$ cat config.mk
export PLATFORM = sky130hd
export DESIGN_NAME = diff_drive_ramp_hbridge_core
export DESIGN_NICKNAME = d
export VERILOG_FILES = /design/src/sv/ddrh_pkg.sv /design/src/sv/ddrh_mix.sv /design/src/sv/ddrh_wheel.sv /design/src/sv/diff_drive_ramp_hbridge_core.sv
export SDC_FILE = /design/constraint.sdc
export NUM_CORES = 2
export LEC_CHECK = 0
export BUFFER_PORTS_ARGS = -buffer_cell sky130_fd_sc_hd__buf_4
export CORE_MARGIN = 1
export CORE_UTILIZATION = 65
export DETAILED_ROUTE_END_ITERATION = 16
export GPL_TIMING_DRIVEN = 0
export PLACE_DENSITY = 0.84
export SETUP_SLACK_MARGIN = 0.5
export SYNTH_ARGS = -nofsm -noshare
export SYNTH_HDL_FRONTEND = slang
export SYNTH_SLANG_ARGS = --single-unit
$ cat constraint.sdc
create_clock -name clk_i -period 58.1 [get_ports clk_i]
set_input_delay 17.43 -clock clk_i [delete_from_list [all_inputs] [get_ports clk_i]]
set_output_delay 17.43 -clock clk_i [all_outputs]
set_load 0.1 [all_outputs]
$ cat src/sv/ddrh_pkg.sv
// ----------------------------------------------------------------------------
// ddrh_pkg
// Shared types and constants for the differential-drive ramp / H-bridge core.
// ----------------------------------------------------------------------------
package ddrh_pkg;

  // Fixed-point format of the velocity inputs
  localparam int FRAC_BITS = 12;
  localparam int DUTY_BITS = 8;

  // Field widths
  localparam int VEL_W   = 16;
  localparam int GAIN_W  = 10;
  localparam int STEP_W  = 8;
  localparam int LIM_W   = 8;
  localparam int CNT_W   = 16;
  localparam int SPEED_W = 9;

  // Mixer arithmetic: 16b signed x 11b signed product, one bit of growth for the sum
  localparam int PROD_W = VEL_W + GAIN_W + 1;
  localparam int SUM_W  = PROD_W + 1;
  // Ramp arithmetic: speed plus one step, with sign
  localparam int RAMP_W = SPEED_W + 2;

  // Stream payload widths
  localparam int IN_TDATA_W  = 2 * VEL_W;
  localparam int OUT_BITS    = 4 * DUTY_BITS + 2 * SPEED_W + 1;
  localparam int OUT_TDATA_W = ((OUT_BITS + 7) / 8) * 8;

  // Register file
  localparam int ADDR_W   = 5;
  localparam int DATA_W   = 32;
  localparam int REG_IDX_W = 3;

  localparam logic [REG_IDX_W-1:0] REG_LINEAR_GAIN   = 3'd0;
  localparam logic [REG_IDX_W-1:0] REG_ANGULAR_GAIN  = 3'd1;
  localparam logic [REG_IDX_W-1:0] REG_RAMP_STEP     = 3'd2;
  localparam logic [REG_IDX_W-1:0] REG_SPEED_LIMIT   = 3'd3;
  localparam logic [REG_IDX_W-1:0] REG_BRAKE_DUTY    = 3'd4;
  localparam logic [REG_IDX_W-1:0] REG_TIMEOUT_TICKS = 3'd5;

  localparam logic [GAIN_W-1:0]    RST_LINEAR_GAIN   = 10'd510;
  localparam logic [GAIN_W-1:0]    RST_ANGULAR_GAIN  = 10'd255;
  localparam logic [STEP_W-1:0]    RST_RAMP_STEP     = 8'd20;
  localparam logic [LIM_W-1:0]     RST_SPEED_LIMIT   = 8'd200;
  localparam logic [DUTY_BITS-1:0] RST_BRAKE_DUTY    = 8'd255;
  localparam logic [CNT_W-1:0]     RST_TIMEOUT_TICKS = 16'd100;

  // Item kinds on the input tuser bit
  localparam logic OP_COMMAND = 1'b0;
  localparam logic OP_TICK    = 1'b1;

  typedef struct packed {
    logic [GAIN_W-1:0]    linear_gain;
    logic [GAIN_W-1:0]    angular_gain;
    logic [STEP_W-1:0]    ramp_step;
    logic [LIM_W-1:0]     speed_limit;
    logic [DUTY_BITS-1:0] brake_duty;
    logic [CNT_W-1:0]     timeout_ticks;
  } cfg_t;

endpackage

$ cat src/sv/ddrh_mix.sv
// ----------------------------------------------------------------------------
// ddrh_mix
// Mixes linear/angular velocity into left/right wheel targets.
// ----------------------------------------------------------------------------
module ddrh_mix (
  input  logic signed [ddrh_pkg::VEL_W-1:0]   linear_velocity_i,
  input  logic signed [ddrh_pkg::VEL_W-1:0]   angular_velocity_i,
  input  ddrh_pkg::cfg_t                      cfg_i,
  output logic signed [ddrh_pkg::SPEED_W-1:0] left_goal_o,
  output logic signed [ddrh_pkg::SPEED_W-1:0] right_goal_o
);
  import ddrh_pkg::*;

  localparam logic signed [SUM_W-1:0] TRUNC_BIAS = SUM_W'((1 << FRAC_BITS) - 1);

  logic signed [PROD_W-1:0] lin_p, ang_p;
  logic signed [SUM_W-1:0]  diff, summ, lim_s;

  function automatic logic signed [SPEED_W-1:0] to_goal(
    input logic signed [SUM_W-1:0] v,
    input logic signed [SUM_W-1:0] lim
  );
    logic signed [SUM_W-1:0] t, c;
    // magnitude shift: bias negatives so the shift truncates toward zero
    t = (v + (v[SUM_W-1] ? TRUNC_BIAS : SUM_W'(0))) >>> FRAC_BITS;
    if (t > lim)       c = lim;
    else if (t < -lim) c = -lim;
    else               c = t;
    return c[SPEED_W-1:0];
  endfunction

  always_comb begin
    lin_p = linear_velocity_i * $signed({1'b0, cfg_i.linear_gain});
    ang_p = angular_velocity_i * $signed({1'b0, cfg_i.angular_gain});
    diff  = SUM_W'(lin_p) - SUM_W'(ang_p);
    summ  = SUM_W'(lin_p) + SUM_W'(ang_p);
    lim_s = $signed(SUM_W'(cfg_i.speed_limit));
    left_goal_o  = to_goal(diff, lim_s);
    right_goal_o = to_goal(summ, lim_s);
  end

endmodule

$ cat src/sv/ddrh_wheel.sv
// ----------------------------------------------------------------------------
// ddrh_wheel
// One wheel: slew-limited step toward the target and H-bridge duty decode.
// ----------------------------------------------------------------------------
module ddrh_wheel (
  input  logic signed [ddrh_pkg::SPEED_W-1:0] cur_i,
  input  logic signed [ddrh_pkg::SPEED_W-1:0] goal_i,
  input  ddrh_pkg::cfg_t                      cfg_i,
  output logic signed [ddrh_pkg::SPEED_W-1:0] next_o,
  output logic [ddrh_pkg::DUTY_BITS-1:0]      fwd_duty_o,
  output logic [ddrh_pkg::DUTY_BITS-1:0]      rev_duty_o
);
  import ddrh_pkg::*;

  logic signed [RAMP_W-1:0] lim, cur, goal, gc, step, n, nc, mag;

  always_comb begin
    lim  = $signed(RAMP_W'(cfg_i.speed_limit));
    step = $signed(RAMP_W'(cfg_i.ramp_step));
    cur  = RAMP_W'(cur_i);
    goal = RAMP_W'(goal_i);

    // target re-clipped against the current limit
    if (goal > lim)       gc = lim;
    else if (goal < -lim) gc = -lim;
    else                  gc = goal;

    n = cur;
    if (cur < gc) begin
      n = cur + step;
      if (n > gc) n = gc;
    end else if (cur > gc) begin
      n = cur - step;
      if (n < gc) n = gc;
    end

    if (n > lim)       nc = lim;
    else if (n < -lim) nc = -lim;
    else               nc = n;

    next_o = nc[SPEED_W-1:0];
    mag    = -nc;

    // positive: forward, negative: reverse, zero: active brake
    if (nc > 0) begin
      fwd_duty_o = nc[DUTY_BITS-1:0];
      rev_duty_o = '0;
    end else if (nc < 0) begin
      fwd_duty_o = '0;
      rev_duty_o = mag[DUTY_BITS-1:0];
    end else begin
      fwd_duty_o = cfg_i.brake_duty;
      rev_duty_o = cfg_i.brake_duty;
    end
  end

endmodule

$ cat src/sv/diff_drive_ramp_hbridge_core.sv
// ----------------------------------------------------------------------------
// diff_drive_ramp_hbridge_core
// Differential-drive mixer with per-item slew limit and H-bridge duty output.
// ----------------------------------------------------------------------------
//  channel   | direction | handshake                 | payload
//  s_axis    | in        | s_axis_tvalid/tready      | tdata: lin, ang; tuser: operation
//  m_axis    | out       | m_axis_tvalid/tready      | tdata: duties, speeds, timed_out
//  apb       | in        | psel/penable/pwrite/pready| 6 regs at 4*i, 32b data
//
//  Each item is held in the input register, then the mixer, silence
//  counter and both wheel ramps run in one combinational pass into the result
//  register. Throughput: one item per cycle while m_axis is not stalled;
//  tvalid rises after the item has passed the input and result registers.
//  The wheel state updates in the same edge the result is registered, so
//  consecutive items see each other's state with no bubble.
//  A stalled m_axis holds the result; the input register still takes one item.
//  Reset (rst_ni, async low) clears state, valids and loads register defaults.
// ----------------------------------------------------------------------------
module diff_drive_ramp_hbridge_core (
  input  logic                               clk_i,
  input  logic                               rst_ni,
  // input items
  input  logic                               s_axis_tvalid,
  output logic                               s_axis_tready,
  // [15:0] linear_velocity, [31:16] angular_velocity
  input  logic [ddrh_pkg::IN_TDATA_W-1:0]    s_axis_tdata,
  // [0] operation
  input  logic                               s_axis_tuser,
  // result items
  output logic                               m_axis_tvalid,
  input  logic                               m_axis_tready,
  // [7:0] left_fwd_duty, [15:8] left_rev_duty, [23:16] right_fwd_duty,
  // [31:24] right_rev_duty, [40:32] left_speed, [49:41] right_speed,
  // [50] timed_out, [55:51] zero
  output logic [ddrh_pkg::OUT_TDATA_W-1:0]   m_axis_tdata,
  // configuration
  input  logic                               psel,
  input  logic                               penable,
  input  logic                               pwrite,
  input  logic [ddrh_pkg::ADDR_W-1:0]        paddr,
  input  logic [ddrh_pkg::DATA_W-1:0]        pwdata,
  output logic [ddrh_pkg::DATA_W-1:0]        prdata,
  output logic                               pready
);
  import ddrh_pkg::*;

  // ---------------- configuration registers ----------------
  cfg_t                  cfg_q;
  logic                  cfg_we;
  logic [REG_IDX_W-1:0]  reg_idx;

  assign pready  = 1'b1;
  assign reg_idx = paddr[ADDR_W-1:2];
  assign cfg_we  = psel && penable && pwrite && pready;

  always_ff @(posedge clk_i or negedge rst_ni) begin
    if (!rst_ni) begin
      cfg_q.linear_gain   <= RST_LINEAR_GAIN;
      cfg_q.angular_gain  <= RST_ANGULAR_GAIN;
      cfg_q.ramp_step     <= RST_RAMP_STEP;
      cfg_q.speed_limit   <= RST_SPEED_LIMIT;
      cfg_q.brake_duty    <= RST_BRAKE_DUTY;
      cfg_q.timeout_ticks <= RST_TIMEOUT_TICKS;
    end else if (cfg_we) begin
      unique case (reg_idx)
        REG_LINEAR_GAIN:   cfg_q.linear_gain   <= pwdata[GAIN_W-1:0];
        REG_ANGULAR_GAIN:  cfg_q.angular_gain  <= pwdata[GAIN_W-1:0];
        REG_RAMP_STEP:     cfg_q.ramp_step     <= pwdata[STEP_W-1:0];
        REG_SPEED_LIMIT:   cfg_q.speed_limit   <= pwdata[LIM_W-1:0];
        REG_BRAKE_DUTY:    cfg_q.brake_duty    <= pwdata[DUTY_BITS-1:0];
        REG_TIMEOUT_TICKS: cfg_q.timeout_ticks <= pwdata[CNT_W-1:0];
        default: ;  // unmapped: write ignored
      endcase
    end
  end

  always_comb begin
    unique case (reg_idx)
      REG_LINEAR_GAIN:   prdata = DATA_W'(cfg_q.linear_gain);
      REG_ANGULAR_GAIN:  prdata = DATA_W'(cfg_q.angular_gain);
      REG_RAMP_STEP:     prdata = DATA_W'(cfg_q.ramp_step);
      REG_SPEED_LIMIT:   prdata = DATA_W'(cfg_q.speed_limit);
      REG_BRAKE_DUTY:    prdata = DATA_W'(cfg_q.brake_duty);
      REG_TIMEOUT_TICKS: prdata = DATA_W'(cfg_q.timeout_ticks);
      default:           prdata = '0;
    endcase
  end

  // ---------------- input register ----------------
  logic                      in_valid_q;
  logic                      op_q;
  logic signed [VEL_W-1:0]   lin_q, ang_q;
  logic                      out_valid_q;
  logic                      advance;

  // item moves from input register to result register
  assign advance       = in_valid_q && (!out_valid_q || m_axis_tready);
  assign s_axis_tready = !in_valid_q || advance;

  always_ff @(posedge clk_i or negedge rst_ni) begin
    if (!rst_ni) begin
      in_valid_q <= 1'b0;
    end else if (s_axis_tready) begin
      in_valid_q <= s_axis_tvalid;
    end
  end

  always_ff @(posedge clk_i) begin
    if (s_axis_tready && s_axis_tvalid) begin
      op_q  <= s_axis_tuser;
      lin_q <= $signed(s_axis_tdata[VEL_W-1:0]);
      ang_q <= $signed(s_axis_tdata[2*VEL_W-1:VEL_W]);
    end
  end

  // ---------------- state ----------------
  logic signed [SPEED_W-1:0] left_now_q, right_now_q, left_goal_q, right_goal_q;
  logic signed [SPEED_W-1:0] left_now_d, right_now_d, left_goal_d, right_goal_d;
  logic signed [SPEED_W-1:0] mix_left, mix_right;
  logic [CNT_W-1:0]          silence_q, silence_d, silence_inc;
  logic                      timed_d;

  ddrh_mix u_mix (
    .linear_velocity_i  (lin_q),
    .angular_velocity_i (ang_q),
    .cfg_i              (cfg_q),
    .left_goal_o        (mix_left),
    .right_goal_o       (mix_right)
  );

  // silence counter saturates at all-ones
  assign silence_inc = (silence_q == '1) ? silence_q : silence_q + CNT_W'(1);

  always_comb begin
    left_goal_d  = left_goal_q;
    right_goal_d = right_goal_q;
    silence_d    = silence_q;
    timed_d      = 1'b0;
    if (op_q == OP_COMMAND) begin
      left_goal_d  = mix_left;
      right_goal_d = mix_right;
      silence_d    = '0;
    end else begin
      silence_d = silence_inc;
      if (silence_inc >= cfg_q.timeout_ticks) begin
        left_goal_d  = '0;
        right_goal_d = '0;
        timed_d      = 1'b1;
      end
    end
  end

  logic [DUTY_BITS-1:0] lf_d, lr_d, rf_d, rr_d;

  ddrh_wheel u_left (
    .cur_i      (left_now_q),
    .goal_i     (left_goal_d),
    .cfg_i      (cfg_q),
    .next_o     (left_now_d),
    .fwd_duty_o (lf_d),
    .rev_duty_o (lr_d)
  );

  ddrh_wheel u_right (
    .cur_i      (right_now_q),
    .goal_i     (right_goal_d),
    .cfg_i      (cfg_q),
    .next_o     (right_now_d),
    .fwd_duty_o (rf_d),
    .rev_duty_o (rr_d)
  );

  always_ff @(posedge clk_i or negedge rst_ni) begin
    if (!rst_ni) begin
      left_now_q   <= '0;
      right_now_q  <= '0;
      left_goal_q  <= '0;
      right_goal_q <= '0;
      silence_q    <= '0;
    end else if (advance) begin
      left_now_q   <= left_now_d;
      right_now_q  <= right_now_d;
      left_goal_q  <= left_goal_d;
      right_goal_q <= right_goal_d;
      silence_q    <= silence_d;
    end
  end

  // ---------------- result register ----------------
  logic [OUT_TDATA_W-1:0] out_data_q;

  always_ff @(posedge clk_i or negedge rst_ni) begin
    if (!rst_ni) begin
      out_valid_q <= 1'b0;
    end else if (advance) begin
      out_valid_q <= 1'b1;
    end else if (m_axis_tready) begin
      out_valid_q <= 1'b0;
    end
  end

  always_ff @(posedge clk_i) begin
    if (advance) begin
      out_data_q <= OUT_TDATA_W'({timed_d, right_now_d, left_now_d, rr_d, rf_d, lr_d, lf_d});
    end
  end

  assign m_axis_tvalid = out_valid_q;
  assign m_axis_tdata  = out_data_q;

endmodule
==> summary.md <==
| Metric | Value |
|---|---|
| Status | completed |
| Final Max Slew Viols | 0 |
| Post-route ant nets | 0 |
| Final clock skew | 0.0193 ns |
| Hold Path Class | register to register |
| CTS clk-pin slew, worst paths | 0.08 ns |
| Critical Path Most Common Cell | buf_4 |
| Root Driver | clkbuf_16 |
| Ordered list of cells on the worst path | buf_4 > buf_1 > clkbuf_1 > a31oi_1 > o221ai_1 > buf_4 |
| Synth Register Bits | 198 |
| R2R cell count | 106 |
| Drt total wl | roughly 110,000 um |
| Top FF cell, synth | edfxtp_1 |
| Share of cells above drive strength 1 | 9.05% |
| Number of max-cap violations | 0 |
| First-pass GRT wire length | 168,000 um |
| Post-CTS setup buffer count | 0 |
| RSZ-0062 raised after global routing | no |
| Family with the most delay on the worst path | buffers and inverters |
| GRT Overall Usage | 40.4% |
| DRC | 0 |
| Slew margin rel. | 22.8% |
| Crit Path Class | input port to output port |
| Ys async rst share | about 58% |
| Crit-path max FO | 10 |
| Setup_tns | 0 ns |
| WL per Instance | 21.7 um |
| Top cell type's share of synthesized area | 17.1% |
| Fill cell instance count of the final layout | 4,066 |
| Routed via count | ~32,000 |
| Final Cycle Share | 63.6% |
| Max Clock Freq | 27.1 MHz |
| Final #Nets | 5,067 |
| Die W | about 230 um |
| Post-synth EDFFs | 84 |
| Vias in the first global route | around 31,000 |
| Final Hold Fails | 0 |
| Starting DRC count in detailed routing | 3,509 |
| WP buf/inv | 4 |
| Row Count | 84 |
| Total congestion overflow | 0 |
| Min Tclk post-route | 36.93 ns |
| HPWL after DPL | 85,900 um |
| Setup crit start kind | input port |
| Synth-to-Final Area Change | 7.63% |
| Vias per cell | ~6.4 |
| Warnings from Yosys | 0 |
| Initial antenna violation count | 1 |
| Post-Syn Area | 0.0347 sq mm |
| Largest net degree at the start of global routing | 89 |
| Critical path endpoint category | output port |
| Hold path depth | 2 |
| Total core area | 0.0527 sq mm |
| I/O pin count | 168 |
| Area leader, netlist | fa_1 |
| Max clock buf depth | 2 |
| Die height | 233 um |
| Post-cts sizing count | 0 |
| Sequential area share after synthesis | between 10% and 20% |
| Total CTS buffers | 17 |
| CTS H-tree depth | 4 |
| CP max stage delay | 0.57 ns |
| Hold buffers post-CTS | 0 |
| Area contributors post-synth | fa_1 17%, ha_1 15%, edfxtp_1 7.3% |
| Final setup vio count | 0 |
| TritonCTS clock tree | yes |
| Commonest cells in the netlist | 601 x inv_1, 419 x nand2_1, 407 x ha_1, 296 x fa_1, 241 x a21oi_1 |
| Number of distinct library cells after synthesis | 120 |
| Clk sinks | 198 |
| Critical Path RT | 40.67 ns |
| Arr. time, crit path | 19.50 ns |
| Mean Syn Cell Area | approximately 8.4 sq um |
| WP depth | 6 |
| Clock latency on the worst-skew pair | 0.51 ns |
| Worst Max-Slew Pin Slew | 1.15 ns |
| I/O Buffers | 127 |
| Initial Util | between 60% and 70% |
| Gate Count Post-Synth | 4,118 |
| Most frequent cell after synthesis | inv_1 |
| Die area | 0.0543 sq mm |
| Drt pass-1 iters | 9 |
| Slowest CP cell | clkbuf_1 |
| Gpl congestion | 1.04 |
-- path summary, 6_finish.rpt --
path	slack [ns]	start	to
min reg2reg	0.49	right_goal_q[8]	right_goal_q[8]
min in group asynchronous	16.80	rst_ni	right_now_q[7]
max in group asynchronous	40.49	rst_ni	cfg_q[43]
max	21.17	paddr[2]	prdata[7]
min	0.49	right_goal_q[8]	right_goal_q[8]
max reg2reg	31.69	cfg_q[53]	m_axis_tdata[1]
-- per-layer routing --
layer / routed length [um] / global-route usage (%)
met4: 5270 / 19.3
met5: 133 / 1.65
met2: 47300 / 61.3
met1: 43500 / 54.2
met3: 11900 / 9.30
-- sequential cells by signal (all words and copies together), names as in the netlist, 9 cells and up --
name and count:
cfg_q 60, m_axis_tdata 51, ang_q 16, lin_q 16, silence_q 16, left_goal_q 9, left_now_q 9, right_goal_q 9
right_now_q 9
-- per-stage QoR --
stage	utilization, %	cell area (sq um)	setup slack [ns]	std cells	hold WS [ns]
after global routing	70.9	37400	21.13	4988	0.502
after detailed placement	69.7	36700	21.20	4956	0.467
after global placement	69.5	36600	21.26	4953	0.457
final	70.9	37400	21.17	4989	0.491
after CTS	70.9	37300	21.32	4988	0.491
after floorplan	-	34800	19.68	4138	0.446
-- placed cells by master (no fill, tap or decap), types with 36 or more instances in the layout --
cell	instances
nand3_1	59
fa_1	296
a21o_1	54
mux2_2	65
and2_1	175
mux2i_1	49
nor2_1	209
o21bai_1	64
clkbuf_1	128
xnor2_1	143
nand4_1	46
dfrtp_1	82
inv_1	601
a21oi_1	241
xor2_1	41
buf_4	151
nand2b_1	44
nor2b_1	37
ha_1	407
nor3_1	56
edfxtp_1	84
a31oi_1	36
o21ai_0	166
nand2_1	419
-- layout make-up --
class / instances / area, sq um / share of cell area, %
Buffer: 185 / 837 / 2.24
Antenna cell: 1 / 2.50 / 0.00670
Multi-Input combinational cell: 3145 / 26300 / 70.3
Timing Repair Buffer: 130 / 1010 / 2.70
Tap cell: 688 / 861 / 2.30
Clock buffer: 17 / 425 / 1.14
Clock inverter: 15 / 240 / 0.643
Inverter: 610 / 2290 / 6.13
Sequential cell: 198 / 5420 / 14.5
-- worst reg2reg max path: cells and delay by family, from the launching register on --
family	cells	cell delay, ns
AOI/OAI and AO/OA	55	12.92
adders and majority gates	13	4.82
buffers and inverters	14	3.35
and+or+nand+nor	20	2.65
xor gates and xnor gates	2	1.01
muxes	2	0.85
DFF	1	0.52
-- cell families after synthesis --
kind of cell / count (synthesis) / share of synthesized area (%)
compound gates: 926 / 18.2
flops: 198 / 15.6
other cells: 2 / 0.0216
mux: 118 / 3.73
fa+ha+maj: 706 / 31.8
xor+xnor: 187 / 4.74
buf+inv: 795 / 9.00
simple gates: 1186 / 16.8
Power is not shown: default switching activity piles up to over one toggle a cycle in this logic, so the estimate is an artifact.
